### config.mk
export PLATFORM = sky130hd
export DESIGN_NAME = arp_receive_with_address_cache
export DESIGN_NICKNAME = d
export VERILOG_FILES = /design/src/rtl/arpc_pkg.sv /design/src/rtl/arpc_cache.sv /design/src/rtl/arp_receive_with_address_cache.sv
export SDC_FILE = /design/constraint.sdc
export NUM_CORES = 2
export LEC_CHECK = 0
export BUFFER_PORTS_ARGS = -buffer_cell sky130_fd_sc_hd__buf_2
export CAP_MARGIN = 20
export CORE_ASPECT_RATIO = 0.7
export CORE_MARGIN = 4
export CORE_UTILIZATION = 60
export DETAILED_ROUTE_END_ITERATION = 6
export GPL_TIMING_DRIVEN = 1
export PLACE_DENSITY = 0.76
export REMOVE_ABC_BUFFERS = 1
export SETUP_SLACK_MARGIN = 0.3
export SLEW_MARGIN = 20
export SYNTH_ARGS = -nofsm -noshare
export SYNTH_HDL_FRONTEND = slang
export SYNTH_SLANG_ARGS = --single-unit
### constraint.sdc
create_clock -name aclk -period 17.8 [get_ports aclk]
set_input_delay 3.56 -clock aclk [delete_from_list [all_inputs] [get_ports aclk]]
set_output_delay 3.56 -clock aclk [all_outputs]
set_load 0.01 [all_outputs]
### src/rtl/arpc_pkg.sv
// Shared constants, codes and types of the ARP receive block and address cache
package arpc_pkg;

    localparam int CACHE_ENTRIES = 16;
    localparam int IDX_W = (CACHE_ENTRIES > 1) ? $clog2(CACHE_ENTRIES) : 1;
    localparam int CNT_W = $clog2(CACHE_ENTRIES + 1);

    localparam int IP_W    = 32;
    localparam int MAC_W   = 48;
    localparam int HALF_W  = 16;
    localparam int ENTRY_W = IP_W + MAC_W;
    localparam int CFG_W   = 48;

    // input item layout in s_tdata
    localparam int S_HW_LSB    = 0;
    localparam int S_PROTO_LSB = S_HW_LSB + HALF_W;
    localparam int S_OP_LSB    = S_PROTO_LSB + HALF_W;
    localparam int S_SMAC_LSB  = S_OP_LSB + HALF_W;
    localparam int S_SIP_LSB   = S_SMAC_LSB + MAC_W;
    localparam int S_TIP_LSB   = S_SIP_LSB + IP_W;
    localparam int S_QIP_LSB   = S_TIP_LSB + IP_W;
    localparam int S_TDATA_W   = S_QIP_LSB + IP_W;

    // result item layout in m_tdata
    localparam int M_RMAC_LSB = 0;
    localparam int M_RIP_LSB  = M_RMAC_LSB + MAC_W;
    localparam int M_FMAC_LSB = M_RIP_LSB + IP_W;
    localparam int M_TDATA_W  = M_FMAC_LSB + MAC_W;

    localparam logic [HALF_W-1:0] HW_ETHERNET = 16'h0001;
    localparam logic [HALF_W-1:0] PROTO_IPV4  = 16'h0800;
    localparam logic [HALF_W-1:0] OP_REQUEST  = 16'h0001;
    localparam logic [HALF_W-1:0] OP_REPLY    = 16'h0002;

    localparam logic OPC_PACKET = 1'b0;
    localparam logic OPC_LOOKUP = 1'b1;

    localparam logic REG_OWN_IP = 1'b0;

    typedef enum logic [2:0] {
        ST_DISCARD = 3'd0,
        ST_UPDATED = 3'd1,
        ST_REPLY   = 3'd2,
        ST_HIT     = 3'd3,
        ST_MISS    = 3'd4
    } status_t;

    // write request into the cache
    typedef struct packed {
        logic             en;
        logic             alloc;   // write at the replace pointer and advance it
        logic [IDX_W-1:0] idx;
        logic [IP_W-1:0]  ip;
        logic [MAC_W-1:0] mac;
    } cache_wr_t;

    // compare result of the entry read in the previous cycle
    typedef struct packed {
        logic             hit;
        logic [IDX_W-1:0] idx;
        logic [MAC_W-1:0] mac;
    } cache_cmp_t;

endpackage

### src/rtl/arpc_cache.sv
// Address cache: entry memory, valid bits, replace pointer and the shared IP comparator
module arpc_cache (
    input  logic                        aclk,
    input  logic                        aresetn,
    input  logic                        rd_en,
    input  logic [arpc_pkg::IDX_W-1:0]  rd_addr,
    input  logic [arpc_pkg::IP_W-1:0]   key_ip,
    input  arpc_pkg::cache_wr_t         wr,
    output arpc_pkg::cache_cmp_t        cmp
);

    logic [arpc_pkg::ENTRY_W-1:0] mem [arpc_pkg::CACHE_ENTRIES];

    logic [arpc_pkg::CACHE_ENTRIES-1:0] valid_reg;
    logic [arpc_pkg::IDX_W-1:0]         ptr_reg;
    logic [arpc_pkg::IDX_W-1:0]         ptr_next;
    logic                               rd_vld_reg;
    logic [arpc_pkg::IDX_W-1:0]         rd_idx_reg;
    logic                               rd_valid_bit_reg;
    logic [arpc_pkg::ENTRY_W-1:0]       rd_data_reg;
    logic [arpc_pkg::IDX_W-1:0]         wr_addr;
    logic [arpc_pkg::IP_W-1:0]          rd_ip;

    assign wr_addr = wr.alloc ? ptr_reg : wr.idx;

    always_comb begin
        if (ptr_reg == arpc_pkg::IDX_W'(arpc_pkg::CACHE_ENTRIES - 1)) begin
            ptr_next = '0;
        end else begin
            ptr_next = ptr_reg + 1'b1;
        end
    end

    always_ff @(posedge aclk) begin
        if (wr.en) begin
            mem[wr_addr] <= {wr.ip, wr.mac};
        end
        if (rd_en) begin
            rd_data_reg <= mem[rd_addr];
        end
    end

    always_ff @(posedge aclk) begin
        if (!aresetn) begin
            valid_reg        <= '0;
            ptr_reg          <= '0;
            rd_vld_reg       <= 1'b0;
            rd_idx_reg       <= '0;
            rd_valid_bit_reg <= 1'b0;
        end else begin
            rd_vld_reg <= rd_en;
            if (rd_en) begin
                rd_idx_reg       <= rd_addr;
                rd_valid_bit_reg <= valid_reg[rd_addr];
            end
            if (wr.en && wr.alloc) begin
                valid_reg[ptr_reg] <= 1'b1;
                ptr_reg            <= ptr_next;
            end
        end
    end

    assign rd_ip = rd_data_reg[arpc_pkg::ENTRY_W-1 -: arpc_pkg::IP_W];

    always_comb begin
        cmp.hit = rd_vld_reg && rd_valid_bit_reg && (rd_ip == key_ip);
        cmp.idx = rd_idx_reg;
        cmp.mac = rd_data_reg[arpc_pkg::MAC_W-1:0];
    end

endmodule

### src/rtl/arp_receive_with_address_cache.sv
// ARP receive block: packet filter, request reply and round-robin IPv4-to-MAC cache.
// Discarded packets and requests: status registered on acceptance, then output from S_DONE.
// Replies and lookups: linear search one entry a cycle through the single cache read
// port, then the result is output from S_DONE.
// One item at a time: s_tready is high only while idle, until the last result is output.
// Reset (synchronous, aresetn low) clears valid bits, replace pointer, own_ip and output.
module arp_receive_with_address_cache (
    input  logic                            aclk,
    input  logic                            aresetn,
    // config
    input  logic                            cfg_wr_en,
    input  logic                            cfg_index,
    input  logic [arpc_pkg::CFG_W-1:0]      cfg_wdata,
    // input items
    input  logic                            s_tvalid,
    output logic                            s_tready,
    // hw type, proto type, arp_operation, sender_mac, sender_ip, target_ip, query_ip
    input  logic [arpc_pkg::S_TDATA_W-1:0]  s_tdata,
    // opcode
    input  logic [0:0]                      s_tuser,
    // results
    output logic                            m_tvalid,
    input  logic                            m_tready,
    // reply_mac, reply_ip, found_mac
    output logic [arpc_pkg::M_TDATA_W-1:0]  m_tdata,
    // status
    output logic [2:0]                      m_tuser
);

    typedef enum logic [1:0] {
        S_IDLE,
        S_SCAN,
        S_DONE
    } state_t;

    state_t                          state_reg;
    logic                            lookup_reg;
    logic [arpc_pkg::IP_W-1:0]       key_ip_reg;
    logic [arpc_pkg::MAC_W-1:0]      smac_reg;
    logic [arpc_pkg::CNT_W-1:0]      scan_cnt_reg;
    arpc_pkg::status_t               res_status_reg;
    logic [arpc_pkg::MAC_W-1:0]      res_rmac_reg;
    logic [arpc_pkg::IP_W-1:0]       res_rip_reg;
    logic [arpc_pkg::MAC_W-1:0]      res_fmac_reg;
    logic [arpc_pkg::IP_W-1:0]       own_ip_reg;
    logic                            m_tvalid_reg;
    logic [arpc_pkg::M_TDATA_W-1:0]  m_tdata_reg;
    logic [2:0]                      m_tuser_reg;

    logic [arpc_pkg::HALF_W-1:0]     in_hw;
    logic [arpc_pkg::HALF_W-1:0]     in_proto;
    logic [arpc_pkg::HALF_W-1:0]     in_op;
    logic [arpc_pkg::MAC_W-1:0]      in_smac;
    logic [arpc_pkg::IP_W-1:0]       in_sip;
    logic [arpc_pkg::IP_W-1:0]       in_tip;
    logic [arpc_pkg::IP_W-1:0]       in_qip;
    logic                            pkt_ok;
    logic                            s_accept;
    logic                            scan_last;
    logic                            scan_done;
    logic                            out_load;
    logic                            rd_en;
    arpc_pkg::cache_wr_t             wr;
    arpc_pkg::cache_cmp_t            cmp;

    assign in_hw    = s_tdata[arpc_pkg::S_HW_LSB    +: arpc_pkg::HALF_W];
    assign in_proto = s_tdata[arpc_pkg::S_PROTO_LSB +: arpc_pkg::HALF_W];
    assign in_op    = s_tdata[arpc_pkg::S_OP_LSB    +: arpc_pkg::HALF_W];
    assign in_smac  = s_tdata[arpc_pkg::S_SMAC_LSB  +: arpc_pkg::MAC_W];
    assign in_sip   = s_tdata[arpc_pkg::S_SIP_LSB   +: arpc_pkg::IP_W];
    assign in_tip   = s_tdata[arpc_pkg::S_TIP_LSB   +: arpc_pkg::IP_W];
    assign in_qip   = s_tdata[arpc_pkg::S_QIP_LSB   +: arpc_pkg::IP_W];

    assign pkt_ok = (in_hw == arpc_pkg::HW_ETHERNET) && (in_proto == arpc_pkg::PROTO_IPV4)
                    && (in_tip == own_ip_reg);

    assign s_tready = (state_reg == S_IDLE);
    assign s_accept = s_tvalid && s_tready;

    // all entries have been read once scan_cnt reaches the depth
    assign scan_last = (scan_cnt_reg == arpc_pkg::CNT_W'(arpc_pkg::CACHE_ENTRIES));
    assign scan_done = (state_reg == S_SCAN) && (cmp.hit || scan_last);
    assign rd_en     = (state_reg == S_SCAN) && !scan_last;
    assign out_load  = (state_reg == S_DONE) && (!m_tvalid_reg || m_tready);

    always_comb begin
        wr.en    = scan_done && !lookup_reg;
        wr.alloc = !cmp.hit;
        wr.idx   = cmp.idx;
        wr.ip    = key_ip_reg;
        wr.mac   = smac_reg;
    end

    arpc_cache u_cache (
        .aclk    (aclk),
        .aresetn (aresetn),
        .rd_en   (rd_en),
        .rd_addr (scan_cnt_reg[arpc_pkg::IDX_W-1:0]),
        .key_ip  (key_ip_reg),
        .wr      (wr),
        .cmp     (cmp)
    );

    // own_mac is accepted on the port but enters no result, so it is not stored
    always_ff @(posedge aclk) begin
        if (!aresetn) begin
            own_ip_reg <= '0;
        end else if (cfg_wr_en && (cfg_index == arpc_pkg::REG_OWN_IP)) begin
            own_ip_reg <= cfg_wdata[arpc_pkg::IP_W-1:0];
        end
    end

    always_ff @(posedge aclk) begin
        if (!aresetn) begin
            state_reg      <= S_IDLE;
            scan_cnt_reg   <= '0;
            m_tvalid_reg   <= 1'b0;
            lookup_reg     <= 1'b0;
            res_status_reg <= arpc_pkg::ST_DISCARD;
        end else begin
            unique case (state_reg)
                S_IDLE: begin
                    if (s_accept) begin
                        lookup_reg   <= s_tuser[0];
                        smac_reg     <= in_smac;
                        scan_cnt_reg <= '0;
                        res_rmac_reg <= '0;
                        res_rip_reg  <= '0;
                        res_fmac_reg <= '0;
                        if (s_tuser[0] == arpc_pkg::OPC_LOOKUP) begin
                            key_ip_reg <= in_qip;
                            state_reg  <= S_SCAN;
                        end else if (pkt_ok && (in_op == arpc_pkg::OP_REPLY)) begin
                            key_ip_reg <= in_sip;
                            state_reg  <= S_SCAN;
                        end else if (pkt_ok && (in_op == arpc_pkg::OP_REQUEST)) begin
                            res_status_reg <= arpc_pkg::ST_REPLY;
                            res_rmac_reg   <= in_smac;
                            res_rip_reg    <= in_sip;
                            state_reg      <= S_DONE;
                        end else begin
                            res_status_reg <= arpc_pkg::ST_DISCARD;
                            state_reg      <= S_DONE;
                        end
                    end
                end
                S_SCAN: begin
                    if (!scan_last) begin
                        scan_cnt_reg <= scan_cnt_reg + 1'b1;
                    end
                    if (scan_done) begin
                        state_reg <= S_DONE;
                        if (lookup_reg == arpc_pkg::OPC_LOOKUP) begin
                            if (cmp.hit) begin
                                res_status_reg <= arpc_pkg::ST_HIT;
                                res_fmac_reg   <= cmp.mac;
                            end else begin
                                res_status_reg <= arpc_pkg::ST_MISS;
                            end
                        end else begin
                            res_status_reg <= arpc_pkg::ST_UPDATED;
                        end
                    end
                end
                S_DONE: begin
                    if (out_load) begin
                        state_reg <= S_IDLE;
                    end
                end
                default: begin
                    state_reg <= S_IDLE;
                end
            endcase

            if (out_load) begin
                m_tvalid_reg <= 1'b1;
                m_tuser_reg  <= res_status_reg;
                m_tdata_reg  <= {res_fmac_reg, res_rip_reg, res_rmac_reg};
            end else if (m_tready) begin
                m_tvalid_reg <= 1'b0;
            end
        end
    end

    assign m_tvalid = m_tvalid_reg;
    assign m_tdata  = m_tdata_reg;
    assign m_tuser  = m_tuser_reg;

endmodule

; Yosys cells after proc, flatten, opt, wreduce, memory -nomap -nowiden
; Memories as Yosys holds them, arrays and structs flattened. A register that Yosys moved wholly into a read port is not among the register bits.
; Index checks and enable logic that the tools add are counted.
[word_totals]
register_bits = 409
ram_bits = 1280
inputBits = 247
word_cells = 112
memories = 1
[op_classes]
n_addsub = 2
order_cmp = 3
eq_ne = 18
n_mux = 34
bitwise_logic = 3
reduce_logical = 33
[memory_table]
columns = name, depth, word_bits, rd, rd_clocked_by_memory_dff, wr, line
row1 = u_cache.mem, 16, 80, 1, 1, 1, arpc_cache.sv:12  ; logic [arpc_pkg::ENTRY_W-1:0] mem [arpc_pkg::CACHE_ENTRIES];
[ops]
columns = op, count
row1 = $mux W48, 4
row2 = $pmux W48 S2, 1
row3 = $eq A32 B32 Y1, 2
row4 = $mux W32, 2
row5 = $eq A16 B1 Y1 const B, 2
row6 = $mux W3, 6
row7 = $eq A16 B12 Y1 const B, 1
row8 = $eq A16 B2 Y1 const B, 1
row9 = $or A16 B16 Y16, 1
row10 = $logic_and A1 B1 Y1, 14
row11 = $ne A2 B2 Y1 const B, 7
row12 = $mux W2, 6
row13 = $lt A4 B5 Y1 const B, 2
row14 = $mux W5, 2
row15 = $pmux W5 S2, 1
row16 = $reduce_and A3 Y1, 3
row17 = $mux W4, 2
row18 = $mux W1, 6
row19 = $pmux W2 S3, 1
row20 = $pmux W3 S2, 1
row21 = $reduce_and A6 Y1, 1
row22 = $reduce_bool A2 Y1, 3
row23 = $add A5 B1 Y5 const B, 1
row24 = $eq A5 B5 Y1 const B, 1
row25 = 16 further kinds, 22

; Longest topological paths before layout
[depth]
depth_word = 9
depth_mapped = 13
depth_no_buf = 8

; Hierarchy
; A second synthesis with hierarchy kept.
[hier_totals]
hier_cells = 2895
area_unflattened_um2 = 66358.6
[by_module_without_submodules]
columns = mod, n_inst, cells_each, area_each_um2, seq_area_each_um2
row1 = arpc_cache, 1, 2099, 52728.1, 41359.7
row2 = arp_receive_with_address_cache, 1, 796, 13630.6, 11060.6

; Worst setup path before layout
; OpenSTA, ideal clock, no wires.
[synth_path]
kind = input port to flip-flop
from = input aresetn
to = register m_tdata_reg, in the netlist m_tdata[0] (enable)
arrival_ns = 13.449
slack_ns = 3.542
cell_stages = 4
cell_sequence = buf_6 > inv_1 > clkbuf_1 > nor3b_1
[synth_between]
elab_chain_len = 1
[synth_rtl]
columns = item, line
row1 = start: declaration, arp_receive_with_address_cache.sv:9  ; input logic aresetn,
row2 = $reduce_and A2 Y1 (no line), --
row3 = end signal: assignment, arp_receive_with_address_cache.sv:178  ; m_tdata_reg <= {res_fmac_reg, res_rip_reg, res_rmac_reg};
row4 = end: declaration, arp_receive_with_address_cache.sv:47  ; logic [arpc_pkg::M_TDATA_W-1:0] m_tdata_reg;
; No other way between the ends.
; A chain may end at the register's enable or synchronous reset.

; Worst setup path in the final report
[layout_path]
from = input aresetn
to = register m_tdata_reg, in the netlist m_tdata[118] (enable)
; The elaborated chain is that of the path after synthesis.

==> summary.txt <==
Placement
  • Dpl cells: 4591
  • Port Buffer Count: 363
  • Dpl hpwl: 73100 um
  • Cell Area, Placed: 69300 um^2
  • Pre-CTS setup slack: 11.45 ns
  • Final Wtd Congestion: 0.906

Floorplan
  • Rows: 101
  • Die area: 115000 um^2
  • Die Ht: 284 um
  • Die X: 403 um
  • I/O pin total: 380
  • Starting density of the core: 60.4%
  • Core area: 108000 um^2

GRT
  • Largest net degree at the start of global routing: 121
  • Total GRT Usage: 26.5%
  • Number of global-route vias before repair: 32.5k
  • Initial antenna violation count: 3
  • Total gr overflow: 0
  • First-pass GRT wire length: 221000 um

Detailed routing
  • Number of nets with antenna violations after routing: 0
  • Vias: 31.3k
  • Avg WL per Cell: 30.7 um
  • Vias per inst: 6.41
  • Drt drc: 0
  • DRT Wirelength: 150000 um
  • Drt first pass iters: 6
  • Iter 0 DRT Violations: 3730

Clocking
  • Clk sink count: 1769
  • CTS root buf: clkbuf_16
  • Post-CTS Hold Buffers: 0
  • Skew-Pair Late Insertion Delay: 0.78 ns
  • CTS tree: yes
  • Clk buf depth: 3
  • Post-CTS Setup Bufs: 0
  • Worst-path clk slew: 0.07 ns
  • Num CTS Buffers: 160
  • Cts repair resizes: 0
  • H-tree lvl count: 4

STA
  • TNS Setup: 0 ns
  • Worst Tran Pin Value: 1.11 ns
  • Slew Limit Fails: 0
  • Min Tclk post-route: 5.75 ns
  • Final Hold Vio Count: 0
  • Fin crit share: 32.3%
  • RSZ-0062 raised after global routing: no
  • Peak Freq: 174 MHz
  • Clk_skew: 0.0303 ns
  • Final setup fails: 0
  • Max_slew headroom: 25.9%
  • Setup ws final: 12.05 ns

Run status
  • Status: finished clean

Power
  • Power Dens Cells: 110 nW/um^2
  • Peak supply drop: 0.106 mV
  • Lkg Pwr: 23.5 nW
  • Final Power: 0.00819 W

Yosys
  • Sequential area share after synthesis: 80.0%
  • Number of flops mapped to enable cells by yosys: 1699
  • Post-Syn Area: 65500 um^2
  • Mapped Cells: 2860
  • Average size of a mapped cell: 22.9 um^2
  • Unique cell type count in the Yosys netlist: 45
  • Top FF cell, synth: edfxtp_1
  • #FFs+latches synth: 1769
  • Synthesis Warnings: 0
  • Asr flop ratio synth: 0%

Setup path
  • Cell mode on critical path: buf_4
  • Crit-path max FO: 65
  • Arr. time, crit path: 6.13 ns
  • Worst path slowest cell: clkinv_2
  • Critical Path RT: 18.18 ns
  • CP Capture Type: flop
  • CP Launch Type: input pin
  • Cells on worst reg2reg path: 9
  • Crit Path Category: in2reg
  • Max incr delay on CP: 0.77 ns
  • Cell Chain, Critical Path: buf_2, clkinv_2, nor3b_2, buf_4, buf_4

Finish
  • Area grow syn2layout: 13.5%
  • Fraction of layout cells with a size suffix above 1: 32.5%
  • Nets: 3565
  • Post-layout instance area: 74400 um^2
  • Cell Count, Final, Fillers Out: 4886
  • Max FFs per register: 1280

Run
  • Max-cap viol count: 0

Min path
  • Hold path cells: 0
  • Worst Hold Class: reg2reg
per-stage QoR:
| stage | hold WS, ns | util [%] |
|---|---|---|
| finish | 0.385 | 68.6 |
| global route | 0.419 | 68.6 |
| CTS | 0.399 | 68.5 |
| detailed placement | 0.405 | 63.9 |
| global placement | 0.400 | 63.9 |
| floorplan | 0.400 | - |
path summary, 6_finish.rpt:
kind                            slack [ns]             start                  to
worst max-delay path                 12.05           aresetn        m_tdata[118]
worst min-delay path                  0.39  res_rmac_reg[21]         m_tdata[21]
worst max register to register       12.29    key_ip_reg[27]  u_cache.mem[5][17]
worst min register to register        0.39  res_rmac_reg[21]         m_tdata[21]
worst max-delay path: cells and delay by family:
family	cells	cell delay, ns
buf+inv	4	1.86
simple gates	1	0.55
cells in the final DEF, fill, tap and decap left out, drive strengths merged, types with 3 or more instances in the layout:
cell	n
nor4	25
diode	3
nand4	11
and2b	3
and3	6
nor3	7
inv	15
mux4	405
edfxtp	1699
a21oi	47
nand2	86
and2	134
nor2b	3
dfxtp	70
or4	4
mux2i	3
nor2	55
nor3b	3
clkbuf	202
mux2	32
a31oi	18
bufinv	8
xor2	52
xnor2	15
buf	420
nand3	8
clkinv	74
ha	6
o21ai	7
nand2b	6
layer usage:
metal	part of all wire, %	routed length, um	vias to the layer above	global-route usage [%]
li1	-	-	12700	-
met1	38	57400	16600	37.1
met2	51	76900	1777	43.8
met3	8.2	12300	235	4.68
met4	2.2	3370	0	7.39
met5	0	0	-	0
cell usage after synthesis, types with 18 or more instances:
cell,number,area [um^2]
nand2_1,86,323
nor2_1,55,206
xor2_1,52,455
nor4_1,24,150
mux4_2,405,9120
a21oi_1,47,235
clkbuf_1,93,349
dfxtp_1,70,1400
and2_1,134,838
a31oi_1,18,113
mux2_2,32,360
edfxtp_1,1699,51000
buf_1,32,120
power by group:
part	switching [W]	internal, W	total, W	leakage, nW
clock network	0.00148	0.00184	0.00332	2.47
registers	0.0000431	0.00459	0.00463	15.9
logic	0.000129	0.000111	0.000240	5.12
final cells by class:
class,instances,area [um^2]
Multi-Input combinational cell,951,12700
Clock inverter,89,712
Clock buffer,202,4320
Tap cell,1442,1800
Inverter,10,41.3
Fill cell,6411,34100
Timing Repair Buffer,420,2320
Antenna cell,3,7.51
Sequential cell,1769,52400
kinds of logic (layout without fill, tap and decap cells):
logic type / count (synthesis) / after routing / share of synthesized area [%]
AOI/OAI and AO/OA: 81 / 81 / 0.708
muxes: 440 / 440 / 14.5
other: 0 / 3 / 0
adders and majority gates: 6 / 6 / 0.115
and+or+nand+nor: 357 / 357 / 2.93
buffers and inverters: 140 / 721 / 0.840
DFF: 1769 / 1769 / 80.0
xor gates and xnor gates: 67 / 67 / 0.896
Power figures use the tool's default switching activity.
